[src/rtl/tsd_pkg.sv]
`timescale 1ns / 1ps
// ----------------------------------------------------------------------------
// tsd_pkg: shared types and constants for the translated spin density block
// Field widths, default fixed-point formats and the word passed from the
// front part to the back part.
// ----------------------------------------------------------------------------
package tsd_pkg;

  localparam int RHO_W        = 32;
  localparam int PI_W         = 64;
  localparam int RAT_FRAC_DEF = 16;
  localparam int RATIO_W      = RAT_FRAC_DEF + 1;
  localparam int QUEUE_DEPTH  = 4;

  // classified word handed from front to back
  typedef struct packed {
    logic             zero;     // below threshold or rho zero: all outputs zero
    logic             sat;      // ratio known to be 1.0
    logic             nonpos;   // ratio known to be 0
    logic [RHO_W-1:0] rho;
    logic [PI_W-1:0]  num;      // 4*pi, valid when not zero/sat/nonpos
  } tsd_word_t;

endpackage

[src/rtl/tsd_front.sv]
`timescale 1ns / 1ps
// ----------------------------------------------------------------------------
// tsd_front: input stage and classifier
// Registers one input word, checks it against the threshold and flags the
// special cases that need no division.
// ----------------------------------------------------------------------------
module tsd_front import tsd_pkg::*; (
  input  logic                    clk,
  input  logic                    rst_n,
  input  logic                    in_push,
  output logic                    in_full,
  input  logic [RHO_W-1:0]        in_rho,
  input  logic signed [PI_W-1:0]  in_pair_density,
  input  logic                    cfg_we,
  input  logic [RHO_W-1:0]        cfg_wdata,
  output logic                    fw_valid,
  output tsd_word_t               fw_word,
  input  logic                    fw_ready
);

  logic [RHO_W-1:0] thr_r;
  logic             vld_r;
  tsd_word_t        word_r;
  tsd_word_t        word_nxt;
  logic [PI_W-1:0]  pib;

  assign in_full  = vld_r && !fw_ready;
  assign fw_valid = vld_r;
  assign fw_word  = word_r;
  assign pib      = in_pair_density;

  // threshold register
  always_ff @(posedge clk) begin
    if (!rst_n) begin
      thr_r <= RHO_W'(1);
    end else if (cfg_we) begin
      thr_r <= cfg_wdata;
    end
  end

  // classify
  always_comb begin
    word_nxt.rho    = in_rho;
    word_nxt.zero   = (in_rho < thr_r) || (in_rho == '0);
    word_nxt.nonpos = pib[PI_W-1] || (pib == '0);
    word_nxt.sat    = !word_nxt.nonpos && (pib[PI_W-2] == 1'b1);
    word_nxt.num    = {pib[PI_W-3:0], 2'b00};
  end

  always_ff @(posedge clk) begin
    if (!rst_n) begin
      vld_r <= 1'b0;
    end else if (!in_full) begin
      vld_r <= in_push;
    end
  end

  always_ff @(posedge clk) begin
    if (in_push && !in_full) begin
      word_r <= word_nxt;
    end
  end

endmodule

[config.mk]
export PLATFORM = sky130hd
export DESIGN_NAME = tsd_front
export DESIGN_NICKNAME = d
export VERILOG_FILES = /design/src/rtl/tsd_pkg.sv /design/src/rtl/tsd_front.sv
export SDC_FILE = /design/constraint.sdc
export NUM_CORES = 1
export LEC_CHECK = 0
export ABC_AREA = 1
export BUFFER_PORTS_ARGS = -buffer_cell sky130_fd_sc_hd__buf_2
export CAP_MARGIN = 20
export CORE_MARGIN = 5
export CORE_UTILIZATION = 50
export DETAILED_ROUTE_END_ITERATION = 8
export PLACE_DENSITY = 0.85
export SLEW_MARGIN = 15
export SYNTH_ARGS = -nofsm -noshare
export SYNTH_HDL_FRONTEND = slang
export SYNTH_SLANG_ARGS = --single-unit
[constraint.sdc]
create_clock -name clk -period 8.1 [get_ports clk]
set_input_delay 0.405 -clock clk [delete_from_list [all_inputs] [get_ports clk]]
set_output_delay 0.405 -clock clk [all_outputs]
set_load 0.1 [all_outputs]
* Word level (Yosys, flattened, before mapping)
Index checks and enable logic that the tools add are counted.
** Word-level totals
- Output and inout bits :: 101
- Word-level logic and storage cells :: 18
- Bits in read-only memories :: 0
- Memories kept :: 0
- Input bits :: 133
- Flip-flop bits (word level) :: 130
- Bits in latches :: 0
- Bits in writable memories :: 0
** Cells by class
- Reductions and logical operators :: 10
- Shifts and indexed selects :: 0
- Add/sub/neg operators :: 0
- Bitwise operators :: 0
- Mux-type cells :: 0
- Eq/ne operators :: 0
- Div/mod/pow operators :: 0
- $lt $le $gt $ge :: 1
- Multipliers :: 0
** Operators with widths (count)
- 64-bit logical NOT :: 1
- 32-bit logical NOT :: 1
- 32-bit < comparator :: 1
- 1-bit logical AND :: 3
- 1-bit logical NOT :: 3
- 1-bit logical OR :: 2

* Depth between registers and ports, before layout
- Depth in word-level cells :: 4
- Depth in mapped cells :: 13
- Depth with buffers taken out :: 13

* Least setup slack after synthesis
No wires, ideal clock.
- Path type :: reg2reg
- From :: reg vld_r (netlist: fw_valid)
- To :: reg word_r, in the netlist fw_word[10] (enable)
- Buffers on the path :: 0
- Period minus slack after synthesis :: 6011 ps
- Arrival time :: 5458 ps
- Path slack :: 2089 ps
- Data required time :: 7547 ps
- Library setup time :: 553 ps
- Cell stages (with the launch flop) :: 4
- Cells stage by stage :: dfxtp_1 nand2_1 inv_1 nor2_1
** On the way
- Longest elaborated chain between the ends :: 3
** Ends and longest elaborated chain
- from (decl) :: RTL line tsd_front.sv:22 : logic vld_r;
- from (signal assigned) :: RTL line tsd_front.sv:54 : vld_r <= in_push;
- 1-bit logical AND :: RTL line tsd_front.sv:27 : assign in_full = vld_r && !fw_ready;
- via in_full :: RTL line tsd_front.sv:11 : output logic in_full,
- 1-bit logical NOT :: RTL line tsd_front.sv:59 : if (in_push && !in_full) begin
- 1-bit logical AND :: RTL line tsd_front.sv:59
- to (signal assigned) :: RTL line tsd_front.sv:60 : word_r <= word_nxt;
- to (decl) :: RTL line tsd_front.sv:23 : tsd_word_t word_r;
The timed path passes the listed nets, and every way through them passes these cells.
A chain may end at the register's enable or synchronous reset.

* Final worst setup path
- From :: reg vld_r (netlist: fw_valid)
- To :: out in_full
** On the way
- Longest elaborated chain between the ends :: 1
** Ends and longest elaborated chain (RTL line)
- 1-bit logical AND :: tsd_front.sv:27
- to (decl) :: tsd_front.sv:11
No other way between the ends.

==> flow_summary.yaml <==
outcome:
  status: "finished, final reports clean"
placed_design:
  hpwl_um: 10010
  place_congestion: 0.8326
  io_buffers: 231
final_layout:
  final_cell_mix: "231 x buf_2, 97 x edfxtp_1, 46 x a21oi_1"
  nets: 803
  nFillCells: 705
  final_common_cell: "buf_2"
  drive_above_1_share: 0.4202
  area_growth_pct: 36.94
power:
  power_mw: 1.882
  static-leakage-power_nw: 3.091
  ir_worst_vdd_uv: 130.1
  p_per_area_nw_per_um2: 270.0
route:
  vias: 3973
  via_per_inst: 5.055
  wl_um: 12960
  drt-initial-drc-count: 162
  wl_per_cell_um: 16.48
  drc: 0
  ant_nets: 0
  dr.pass1.iters: 4
setup_path:
  required_ns: 7.70
  path_max_fanout: 2
  cp-end-kind: "output pin"
  start_kind: "register"
  cp.arrival_ns: 1.46
  crit_type: "reg2out"
sta:
  clock-skew-final_ns: 0.006169
  maxSlewHeadroom: 0.3514
  setup_viol_count_final: 0
  tns_ns: 0
  tightest_slew_ns: 0.9715
  fmax_ghz: 0.5350
  rsz0062_at_grt: "false"
  finalHoldViolations: 0
  fin_crit_sh: 0.2307
  maxSlewViolCount: 0
  period_needed_ns: 1.869
global_routing:
  grt_usage: 0.2124
  grt_start_max_net_pins: 98
  overflow: 0
  antenna_found_initial: 0
  grt_pass1_vias: 4074
  grt_pass1_wl_um: 20480
yosys:
  ys_seq_elements: 130
  avgSynthCellArea_um2: 12.79
  synthCells: 398
  syn_area_um2: 5091
  yosysWarnings: 0
  netlist-cell-type-count: 29
  yosysSeqAreaShare: 0.7019
floorplanning:
  fp.coreArea_um2: 9864
  boundaryPins: 234
  start_util: 0.5161
  die_y_um: 110.9
  rows: 36
  die_w_um: 110.9
  dieArea_um2: 12300
clock_network:
  cts-root-buf: "clkbuf_8"
  cts_max_path_buffers: 2
  htreeDepth: 4
  post_cts_resized: 0
  clkLatencyLatePin_ns: 0.50
  cts.sinks: 130
  cts_tree: "built"
  post-cts-setup-buffers: 0
  clk_pin_slew_ns: 0.06
  holdBufCountCts: 0
  cts_made_buffers: 17
flow_run:
  max-cap-violations: 0
worst_hold_path:
  min_path_type: "in2reg"
-- sequential cells by signal, indices dropped and copies added (netlist names) --
name and flops:
thr_r 32, fw_word 97, fw_valid 1
-- layer usage --
metal | up-vias | routed length (µm) | global-route usage
met4 | 0 | 140 | 0.06322
li1 | 1921 | - | -
met2 | 188 | 6838 | 0.3782
met3 | 15 | 1115 | 0.08079
met5 | - | 0 | 0
met1 | 1849 | 4863 | 0.2354
-- synthesized netlist by cell type --
| cell type | count | area, µm² |
|---|---|---|
| edfxtp_1 | 97 | 2913 |
| a21oi_1 | 46 | 230.2 |
| inv_1 | 42 | 157.7 |
| nand2_1 | 35 | 131.4 |
| dfxtp_1 | 33 | 660.6 |
| o21ai_1 | 32 | 160.2 |
| ha_1 | 31 | 387.9 |
| nor2_1 | 23 | 86.33 |
| nor4_1 | 14 | 87.58 |
| clkbuf_1 | 9 | 33.78 |
| nand4_1 | 6 | 37.54 |
| nand3_1 | 5 | 25.02 |
| inv_2 | 3 | 11.26 |
| o21ai_0 | 3 | 15.01 |
| buf_4 | 2 | 15.01 |
| nand3b_1 | 2 | 15.01 |
| nor2_2 | 2 | 12.51 |
| nor3_1 | 2 | 10.01 |
| a21boi_1 | 1 | 7.510 |
| conb_1 | 1 | 3.750 |
| nand2_2 | 1 | 6.260 |
| nand3b_2 | 1 | 11.26 |
| nor3_2 | 1 | 10.01 |
| nor4_2 | 1 | 12.51 |
| nor4_4 | 1 | 21.27 |
| o21a_1 | 1 | 7.510 |
| or2_0 | 1 | 6.260 |
| or2_1 | 1 | 6.260 |
| or2_4 | 1 | 8.760 |
-- final cells by class --
type | instances | area, µm² | area share
repair buffers | 232 | 1167 | 0.1674
clock inverters | 15 | 167.7 | 0.02405
inverters | 45 | 168.9 | 0.02423
multi-input cells | 213 | 1311 | 0.1881
diodes | 1 | 2.502 | 0.0003589
well taps | 133 | 166.4 | 0.02387
flip-flops and latches | 130 | 3573 | 0.5126
clock buffers | 17 | 414.1 | 0.05940
-- power breakdown --
group          internal (mW)  switching [mW]  total, mW
clock                  0.465           0.273      0.738
sequential             0.763          0.0104      0.773
combinational         0.0702           0.300      0.370
-- through the flow --
stage / cells / utilization / worst slack [ns] / hold slack [ns] / cell area (µm²)
finish: 786 / 0.7067 / 6.231 / 0.08774 / 6972
global route: 785 / 0.7065 / 6.173 / 0.06184 / 6969
CTS: 785 / 0.7061 / 6.202 / 0.05941 / 6965
detailed placement: 753 / 0.6471 / 6.023 / 0.4545 / 6384
global placement: 753 / 0.6471 / 6.101 / 0.4446 / 6384
floorplan: 399 / - / 2.089 / 0.4292 / 5095
-- worst paths after layout --
check / from / endpoint / slack [ns] / cells after the start
max: fw_valid / in_full / 6.23 / 3
min reg2reg: thr_r[12] / thr_r[12] / 0.46 / 2
max reg2reg: fw_valid / fw_word[34] / 6.43 / 4
min: in_pair_density[61] / fw_word[63] / 0.09 / 1
-- logic make-up after synthesis --
logic type	after synthesis	synth area share
flip-flops	130	0.7019
AND/OR/NAND/NOR	97	0.09585
adder cells (fa/ha/maj)	31	0.07619
buffers and inverters	56	0.04276
other	1	0.0007366
AO/OA/AOI/OAI	83	0.08257
-- worst max-delay path: stages (launching register included) --
cell,delay [ns]
dfxtp_1,0.34
nand2_1,0.07
inv_1,0.11
buf_2,0.44
No activity file was read; power rests on OpenSTA's default activity.
