[src/rtl/tsd_pkg.sv]
`timescale 1ns / 1ps
// ----------------------------------------------------------------------------
// tsd_pkg: shared types and constants for the translated spin density block
// Field widths, default fixed-point formats and the word passed from the
// front part to the back part.
// ----------------------------------------------------------------------------
package tsd_pkg;

  localparam int RHO_W        = 32;
  localparam int PI_W         = 64;
  localparam int RAT_FRAC_DEF = 16;
  localparam int RATIO_W      = RAT_FRAC_DEF + 1;
  localparam int QUEUE_DEPTH  = 4;

  // classified word handed from front to back
  typedef struct packed {
    logic             zero;     // below threshold or rho zero: all outputs zero
    logic             sat;      // ratio known to be 1.0
    logic             nonpos;   // ratio known to be 0
    logic [RHO_W-1:0] rho;
    logic [PI_W-1:0]  num;      // 4*pi, valid when not zero/sat/nonpos
  } tsd_word_t;

endpackage

[src/rtl/tsd_queue.sv]
`timescale 1ns / 1ps
// ----------------------------------------------------------------------------
// tsd_queue: short FIFO between front and back
// Lets either side stall without stopping the other.
// ----------------------------------------------------------------------------
module tsd_queue import tsd_pkg::*; #(
  parameter int DEPTH = QUEUE_DEPTH
) (
  input  logic      clk,
  input  logic      rst_n,
  input  logic      wr_valid,
  input  tsd_word_t wr_word,
  output logic      wr_ready,
  output logic      rd_valid,
  output tsd_word_t rd_word,
  input  logic      rd_ready
);

  localparam int AW = (DEPTH > 1) ? $clog2(DEPTH) : 1;

  tsd_word_t       mem [DEPTH];
  logic [AW-1:0]   wp_r, rp_r;
  logic [AW:0]     cnt_r;
  logic            wr_en, rd_en;

  assign wr_ready = (cnt_r != (AW+1)'(DEPTH));
  assign rd_valid = (cnt_r != '0);
  assign rd_word  = mem[rp_r];
  assign wr_en    = wr_valid && wr_ready;
  assign rd_en    = rd_valid && rd_ready;

  // storage
  always_ff @(posedge clk) begin
    if (wr_en) begin
      mem[wp_r] <= wr_word;
    end
  end

  // pointers and fill count
  always_ff @(posedge clk) begin
    if (!rst_n) begin
      wp_r  <= '0;
      rp_r  <= '0;
      cnt_r <= '0;
    end else begin
      if (wr_en) wp_r <= (wp_r == AW'(DEPTH-1)) ? '0 : wp_r + AW'(1);
      if (rd_en) rp_r <= (rp_r == AW'(DEPTH-1)) ? '0 : rp_r + AW'(1);
      cnt_r <= cnt_r + (AW+1)'(wr_en) - (AW+1)'(rd_en);
    end
  end

endmodule

[config.mk]
export PLATFORM = sky130hd
export DESIGN_NAME = tsd_queue
export DESIGN_NICKNAME = d
export VERILOG_FILES = /design/src/rtl/tsd_pkg.sv /design/src/rtl/tsd_queue.sv
export SDC_FILE = /design/constraint.sdc
export NUM_CORES = 1
export LEC_CHECK = 0
export BUFFER_PORTS_ARGS = -buffer_cell sky130_fd_sc_hd__buf_2
export CAP_MARGIN = 20
export CORE_MARGIN = 1.5
export CORE_UTILIZATION = 45
export CTS_CLUSTER_SIZE = 14
export DETAILED_ROUTE_END_ITERATION = 6
export PLACE_DENSITY_LB_ADDON = 0.2
export SYNTH_ARGS = -nofsm -noshare
export SYNTH_HDL_FRONTEND = slang
export SYNTH_SLANG_ARGS = --single-unit
[constraint.sdc]
create_clock -name clk -period 5 [get_ports clk]
set_clock_uncertainty 0.05 [all_clocks]
set_input_delay 0.5 -clock clk [delete_from_list [all_inputs] [get_ports clk]]
set_output_delay 0.5 -clock clk [all_outputs]
set_load 0.01 [all_outputs]
Yosys cells after proc, flatten, opt, wreduce, memory -nomap -nowiden
Memory sizes are Yosys's and may differ from the RTL's. A register that Yosys moved wholly into a read port is not among the register bits.
Cells that the tools add are included.
- bitwise gates (word level): 0
- reductions and logical operators: 3
- shift operators: 0
- div/mod/pow operators: 0
- equality and inequality tests: 3
- muxes and demuxes: 6
- add/subtract/negate cells: 4
- order comparisons: 0
- $mul: 0
- operator list (cell ; count):
    2-bit 2-to-1 mux ; 4
    2-bit by 1-bit adder with 2-bit output, second input constant ; 2
    2-bit equality test, second input constant ; 2
    3-bit by 1-bit adder with 3-bit output ; 1
    3-bit != test, second input constant ; 1
    3-bit nonzero test ; 1
    3-bit by 1-bit subtractor with 3-bit output ; 1
    1-bit logical AND ; 2
    1-bit 2-to-1 mux ; 2
- memories kept: 1
- latch bits: 0
- bits in read-only memories: 0
- output and inout bits: 101
- logic and storage cells: 20
- flip-flop bits (word level): 7
- RAM bits: 396
- input bits: 103
- memories (memory ; words ; bits a word ; rd ports ; clocked after Yosys merged registers in ; write ports ; RTL line ; source):
    mem ; 4 ; 99 ; 1 ; 1 ; 1 ; tsd_queue.sv:21 ; tsd_word_t mem [DEPTH];

Depth between registers and ports, before layout
Gate-level depths: netlist of run 1.
- depth after elaboration: 4
- gate-level depth with buffers: 12
- depth with buffers taken out: 11

Least setup slack after synthesis of run 1
No wires, ideal clock.
- kind: register to register
- start point: register cnt_r[1]
- end point: register cnt_r[2]
- cell stages (with the launch flop): 13
- clock period less this slack: 2.449 ns
- library setup time: 0.115 ns
- buffers on the path: 1
- setup slack: 2.551 ns
- data arrival time: 2.285 ns
- cell sequence: dfxtp_1 -> or3b_1 -> buf_6 -> and2_4 -> inv_1 -> ha_1 -> inv_1 -> ha_1 -> inv_1 -> fa_1 -> xnor2_1 -> xnor2_1 -> and2_1
- cells in the longest elaborated chain, start to end: 4
- RTL lines (item ; RTL line ; source):
    from (decl) ; tsd_queue.sv:23 ; logic [AW:0] cnt_r;
    from (signal assigned) ; tsd_queue.sv:48 ; cnt_r <= cnt_r + (AW+1)'(wr_en) - (AW+1)'(rd_en);
    3-bit != test ; tsd_queue.sv:26 ; assign wr_ready = (cnt_r != (AW+1)'(DEPTH));
    via wr_ready ; tsd_queue.sv:13 ; output logic wr_ready,
    1-bit logical AND ; tsd_queue.sv:29 ; assign wr_en = wr_valid && wr_ready;
    3-bit by 1-bit adder with 3-bit output ; tsd_queue.sv:48 ;
    3-bit by 1-bit subtractor with 3-bit output ; tsd_queue.sv:48 ;
The timed path passes the listed nets, and every way through them passes these cells.
A chain may end at the register's enable or synchronous reset.

==> results of run 1 <==
==> through the flow <==
step	hold WS (ns)	worst slack (ns)	power (mW)
detailed placement	0.452	2.14	6.14
CTS	0.116	1.57	9.36
floorplan	0.418	2.55	5.46
global route	0.117	1.63	9.64
finish	0.144	1.88	9.22
global placement	0.425	2.14	6.10
==> state kept, by name, indices dropped and copies added, names as in the netlist, named ones only <==
register	cells
cnt_r	3
mem	396
rp_r	2
wp_r	2
==> worst max-delay path: stages, from the launching register on <==
cell and delay [ns]:
dfxtp_4 0.67, buf_16 0.30, buf_12 0.33, mux4_2 0.59, buf_2 0.16
==> area by class of cell <==
cell class | instances | area (sq um)
Clock inverter | 20 | 274
Clock buffer | 56 | 1170
Inverter | 6 | 22.5
Multi-Input combinational cell | 134 | 2520
Sequential cell | 405 | 12100
Tap cell | 442 | 553
Antenna cell | 2 | 5.00
Fill cell | 2494 | 14600
Timing Repair Buffer | 216 | 1150
==> report_power, final <==
group	leakage (nW)	total [mW]	switching (mW)	internal (mW)
Clock	0.707	3.19	1.19	2.00
Combinational	1.55	1.76	0.898	0.866
Sequential	3.70	4.27	0.151	4.11
==> kinds of logic (layout without fill, tap and decap cells) <==
group                    count (synthesis)  count (layout)  synth area share (%)
buffers and inverters                   30             298                  1.14
multiplexers                           100             100                  15.2
flip-flops                             405             405                  81.9
AND/OR/NAND/NOR                         20              20                 0.789
other                                    0               2                     0
adder cells (fa/ha/maj)                  8               8                 0.730
XOR/XNOR                                 2               2                 0.119
AO/OA/AOI/OAI                            4               4                 0.153
==> cells in the mapped netlist <==
master      n  area share, %
xnor2_1     2           0.12
clkbuf_1    6           0.15
ha_1        7           0.59
buf_2      11           0.37
nor2b_1     1          0.042
o21ai_0     2          0.068
mux4_2     99             15
and2_4      1          0.059
o21ai_1     1          0.034
nand3_1     2          0.068
dfxtp_1     9            1.2
buf_4       3           0.15
fa_1        1           0.14
or3_2       1          0.051
nor2_1      2          0.051
inv_1       6           0.15
mux2i_1     1          0.068
or3b_1      1          0.059
buf_6       4           0.31
o31ai_1     1          0.051
and3_2      4           0.20
edfxtp_1  396             81
and2_1      2          0.085
nand4_1     1          0.042
nand2_1     5           0.13
==> path summary, 6_finish.rpt <==
kind | startpoint | depth (start not counted) | endpoint | slack [ns]
setup / recovery | flip-flop | 4 | rd_word[42] | 1.88
hold / removal | wr_word[26] | 1 | mem[0][26] | 0.14
setup reg to reg | cnt_r[1] | 11 | cnt_r[2] | 2.37
hold reg to reg | wp_r[0] | 2 | wp_r[0] | 0.46
==> routing by layer <==
layer / part of all wire (%) / vias up
met5: 0.20 / -
met4: 1.7 / 8
met3: 6.4 / 52
met2: 50 / 186
met1: 42 / 3486
li1: - / 2929
==> results list, run 1 <==
* Number of cells produced by synthesis: 569
* Initial DRC Count: 431
- In this run the core area contains 66 standard-cell rows.
- Slew at the pin with the worst max-slew slack: 0.840 ns
- Headroom to the max-slew limit came out at 44.0%.
- Gr usage total: 16.3%
- The number of global-route vias before repair was 7,275.
- Final standard cell utilization of the core: 54.9%
* Die extent in y: 184 microns
* Global-route wire length before repair: 41,300 microns
* Required @ worst endpoint: 4.45 ns
- Sequential cells were found to cover 81.9% of the synthesized design area.
- Once layout is done, the placed cells without fillers occupy 17,800 sq um.
* Die ar.: 33,900 sq um
- Max-slew violations: 0
- Setup violations remaining at the end of the flow were counted as 0.
* Post-Place Cell Area: 16,300 sq um
- For this run, the detailed router's first-pass iteration total came to 6.
- After synthesis the cells add up to 14,700 sq um.
- Setup crit end kind: output pin
- The final hold violation count was 0.
- Data arrives at the worst endpoint at 2.57 ns.
- Max H-tree Level: 2
* Minimum period implied by the final worst setup slack: 3.12 ns
- Setup repair after global routing missed its margin: false
- Entering global routing, the biggest net connects 55 pins.
- For this run, design rule violations remaining after detail routing come to 0.
- Worst Path Class, Setup: reg2out
- For this design the top-level I/O count stands at 204.
- Once the floorplan was initialized, standard cells occupied 45.5% of the core.
* Crit start category: flip-flop
* Clock tree root driver cell: clkbuf_16
* Placed cell count: 1,202
* Max capacitance violation total: 0
- Yosys printed 0 warnings.
- The library cells used most frequently in the layout, excluding fill and tap cells, are 396 x edfxtp_1, 203 x buf_2, 99 x mux4_2.
- Final cell count without fillers: 1,281
- In this run the mean area of a mapped cell was 25.9 sq um.
- Number of buffers inserted during clock tree synthesis: 42
* Final-stage net count: 916
- Critical path peak fanout: 36
- In this run the static leakage power is 5.96 nW.
- The detailed router placed 6,661 vias in this run.
- Most common cell after layout, fill and taps aside: edfxtp_1
- Max Clk Rate: 320 MHz
- P&R area growth vs syn: 20.5%
* Worst vdd ir: 317 uV
- Most crowded layer after global routing: met2
- For this run, global-route usage on met2 was measured as 27.8%.
- After clock tree synthesis, the clock-pin slew on the worst setup and hold paths is 0.06 ns.
- Dividing the detail-routed wire length by the instance count gives 21.0 microns.
- For this run, global-route usage on met1 was measured as 20.9%.
- The floorplan step defined a core boundary enclosing 32,400 sq um.
* # clock sinks: 405
* Fraction of layout cells with a size suffix above 1: 46.0%
* Number of buffers inserted for hold repair after clock tree synthesis: 0
* Setup TNS: 0 ns
- At the end of routability-driven placement, the weighted congestion stood at 0.705.
* Clock latency at the later pin of the worst-skew pair: 0.51 ns
- Clock tree from TritonCTS: built
- The worst hold path belongs to the class in2reg.
- # port buffers: 203
- The floorplan step set the die width to 184 microns.
* Global-route congestion overflow total: 0
- Detailed Route WL: 26,900 microns
* Antenna violations before repair: 4
* Yosys cell types: 25
* Met3 layer usage reported by global route: 4.24%
- Vias per cell: 5.20
- Placed wire-length estimate after detailed placement: 16,300 microns
- In this run the power density over the cells is 519 nW/um^2.
- Of the available clock period, the critical path in the final layout requires 62.5%.
- Max clock buf depth: 3
- Once the clock tree was built, the setup fixing pass inserted 0 buffers.
- Gates resized during post-CTS repair numbered 0.
- Antenna viol nets, final: 0
- The flow ran to the end, and the final reports show no timing, DRC or antenna violations.
- After synthesis the netlist holds a flip-flop and latch count of 405.
- Synthesized net count: 680
Power figures use the tool's default switching activity.
==> run 2: changes to the inputs <==
clock period = 3.15 ns   (was 5 ns; I/O delays follow)
==> run 2 against run 1 <==
  * Clock power increased by 54%
  * Design area grew 5.8%
  * Core utilization increased by 3.2 points
  * First-iteration DRC count grew 2.3%
  * Largest cell class unchanged
  * Highest routed layer is now met4
==> results list, run 2 (synthesis results as in run 1) <==
- The flow ran to the end, and the final reports show no timing, DRC or antenna violations.
* Hold Crit Start: wr_valid
* Worst vdd ir: 465 uV (+47%)
- The buffers inserted during post-CTS setup optimization is 0 (unchanged).
* Path depth of the worst reg2reg path: 11 (unchanged)
- In this run the critical register-to-register path is launched from cnt_r[1].
- Clock tree root driver cell: clkbuf_16
- The total I/O pin count came to 204 (unchanged).
* Vias per cell: 5.09 (-2.1%)
- The cell depth of the worst min-delay path was 3 (+2).
- Setup crit end kind: flip-flop
* Worst rel slew slack: 57.0% (+13 points)
- The CTS buffer count is 42 (unchanged).
* Biggest registers after layout: mem x396, cnt_r x3
* Max clock buf depth: 3 (unchanged)
* Number of vias after detailed routing: 7,043 (+5.7%)
- Clock transition at the registers of the reported paths: 0.06 ns (about the same)
* Max Clk Rate: 382 MHz
- Final Hold Violating Endpoints: 0 (unchanged)
- The share of final-layout standard cells stronger than drive strength 1 was 41.4% (-4.6 points).
- TritonCTS built the clock tree.
* P&R area growth vs syn: 27.4%
- The number of nets in the layout was 1,018 (+11%).
* Diodes inserted: 0 (-2)
* Initial standard-cell utilization of the core: 45.5% (unchanged)
* Number of buffers inserted for hold repair after clock tree synthesis: 99 (+99)
- The insertion delay of the later-clocked pin in the worst-skew pair is 0.53 ns (+0.02 ns).
- The height of the die was 184 microns (unchanged).
- The required time of the critical path was 3.52 ns (-0.93 ns).
- Pin count of the biggest net entering global routing: 66 (+20%)
* Setup repair after global routing missed its margin: false
- Power Density: 778 nW/um^2 (+50%)
- Most crowded layer after global routing: met2
- Crit start category: flip-flop
* Setup slack, reg-to-reg: 0.53 ns (-1.84 ns)
- Worst hold slack: 0.0505 ns (-0.0936 ns)
- The met2 usage is 29.3% (+1.5 points).
- The highest net fanout along the worst path was 7 (-81%).
* Die ar.: 33,900 sq um (unchanged)
- # clock sinks: 405 (unchanged)
- The data arrival time of the worst path is 2.99 ns (+0.42 ns).
- The overflow left after global routing was 0 (unchanged).
* Commonest cells after routing, fill and taps aside: 396 x edfxtp_1, 203 x buf_2, 99 x mux4_2, 99 x dlygate4sd3_1, 45 x clkbuf_16
- Initial DRC Count: 441 (+2.3%)
* Slew at the pin with the worst max-slew slack: 0.646 ns (-0.195 ns)
* Leakage component of the power: 6.38 nW (+7.1%)
- The final weighted congestion in routability-driven placement was 0.714 (+1.3%).
- The number of failing setup endpoints in the final timing report was 0 (unchanged).
- Minimum period implied by the final worst setup slack: 2.62 ns
- The count of unresolved DRC violations after routing came to 0 (unchanged).
- Worst Path Class, Setup: reg2reg
- The worst hold path terminates at wp_r[0].
- The sum of routed wire length over all layers was 28,100 microns (+4.2%).
* Number of search-and-repair iterations in the first detailed-routing pass: 4 (-2)
- Global-route wire length before repair: 43,300 microns (+5.0%)
- Met3 layer usage reported by global route: 4.28% (+0.040 points)
- The accumulated negative setup slack is 0 ns (unchanged).
* Global routing met1 resource utilization: 21.8% (+0.89 points)
- Placed wire-length estimate after detailed placement: 16,300 microns (about the same)
- Final standard cell utilization of the core: 58.0% (+3.2 points)
* Gr usage total: 17.0% (+0.70 points)
- Number of cells upsized or downsized after cts: 0 (unchanged)
- The placeable core region came to 32,400 sq um (unchanged).
* # port buffers: 203 (unchanged)
- In the finished design, the share of the clock period the worst path needs comes to 83.1%.
* Antenna violations before repair: 0 (-4)
- Most common cell after layout, fill and taps aside: edfxtp_1
- Std-Cell Rows: 66 (unchanged)
* Max H-tree Level: 2 (unchanged)
- The endpoint identified for the worst register-to-register timing path is cnt_r[2].
- Number of global-route vias before repair: 7,757 (+6.6%)
* Pwr Total: 14.6 mW (+59%)
- The number of maximum-capacitance violations was 0 (unchanged).
- mem holds more flip-flops than any other register.
* DIE WIDTH: 184 microns (unchanged)
- Max-slew violations: 0 (unchanged)
- The flip-flop count of the largest register after layout was 396 (unchanged).
- The residual antenna-violating net count after detailed routing came to 0 (unchanged).
* WL/cell: 20.3 microns (-3.5%)
- In this run the worst hold path is classified as in2reg.
-- run 2: cell types whose count changed in the layout (fill, tap and decap cells not counted) --
cell / previous run / this run
clkinv_4: 0 / 1
bufinv_16: 7 / 4
buf_4: 11 / 9
buf_12: 1 / 7
buf_16: 1 / 0
diode_2: 2 / 0
dlygate4sd3_1: 0 / 99
clkinvlp_4: 1 / 2
clkbuf_1: 11 / 6
clkbuf_8: 0 / 2
clkinv_2: 9 / 10
clkinv_1: 3 / 8
-- run 2: metrics by stage --
step | area (sq um) | setup WS, ns | std cells
floorplan | 14700 | 0.701 | 569
global placement | 16400 | 0.627 | 1206
detailed placement | 16400 | 0.551 | 1206
CTS | 18800 | 0.536 | 1383
global route | 18800 | 0.408 | 1383
finish | 18800 | 0.532 | 1383
-- run 2: report_power, final --
| part | switching [mW] | total (mW) | internal (mW) |
|---|---|---|---|
| Clock | 1.93 | 4.91 | 2.97 |
| Sequential | 0.158 | 6.69 | 6.53 |
| Combinational | 1.56 | 3.03 | 1.47 |
| Total | 3.65 | 14.6 | 11.0 |
-- run 2: how the worst max path moves through the flow --
stage | start | to | cells after the start
3_5_place_dp | cnt_r[1] | cnt_r[2] | 11
4_1_cts | cnt_r[1] | cnt_r[2] | 11
5_1_grt | cnt_r[1] | cnt_r[2] | 11
3_3_place_gp | cnt_r[1] | cnt_r[2] | 11
2_1_floorplan | cnt_r[1] | cnt_r[2] | 12
6_report | cnt_r[1] | cnt_r[2] | 11
-- run 2: final cells by class --
cell class | count | area [sq um]
flip-flops and latches | 405 | 12100
clock buffers | 53 | 1180
repair buffers | 318 | 2210
well taps | 442 | 553
fillers | 2403 | 13600
clock inverters | 25 | 224
multi-input cells | 134 | 2520
inverters | 6 | 22.5
-- run 2: worst max-delay path, cell delays in order (launching register included) --
cell and delay, ns:
dfxtp_1 0.37, or3b_1 0.51, and2_4 0.22, inv_1 0.06, ha_1 0.23, inv_1 0.06, ha_1 0.13, inv_1 0.05
fa_1 0.40, xnor2_1 0.15, xnor2_1 0.14, and2_1 0.15
-- run 2: metal layers --
metal,wire [microns],vias up
li1,-,3133
met1,11500,3646
met2,14100,224
met3,2070,40
met4,463,0
met5,0,-
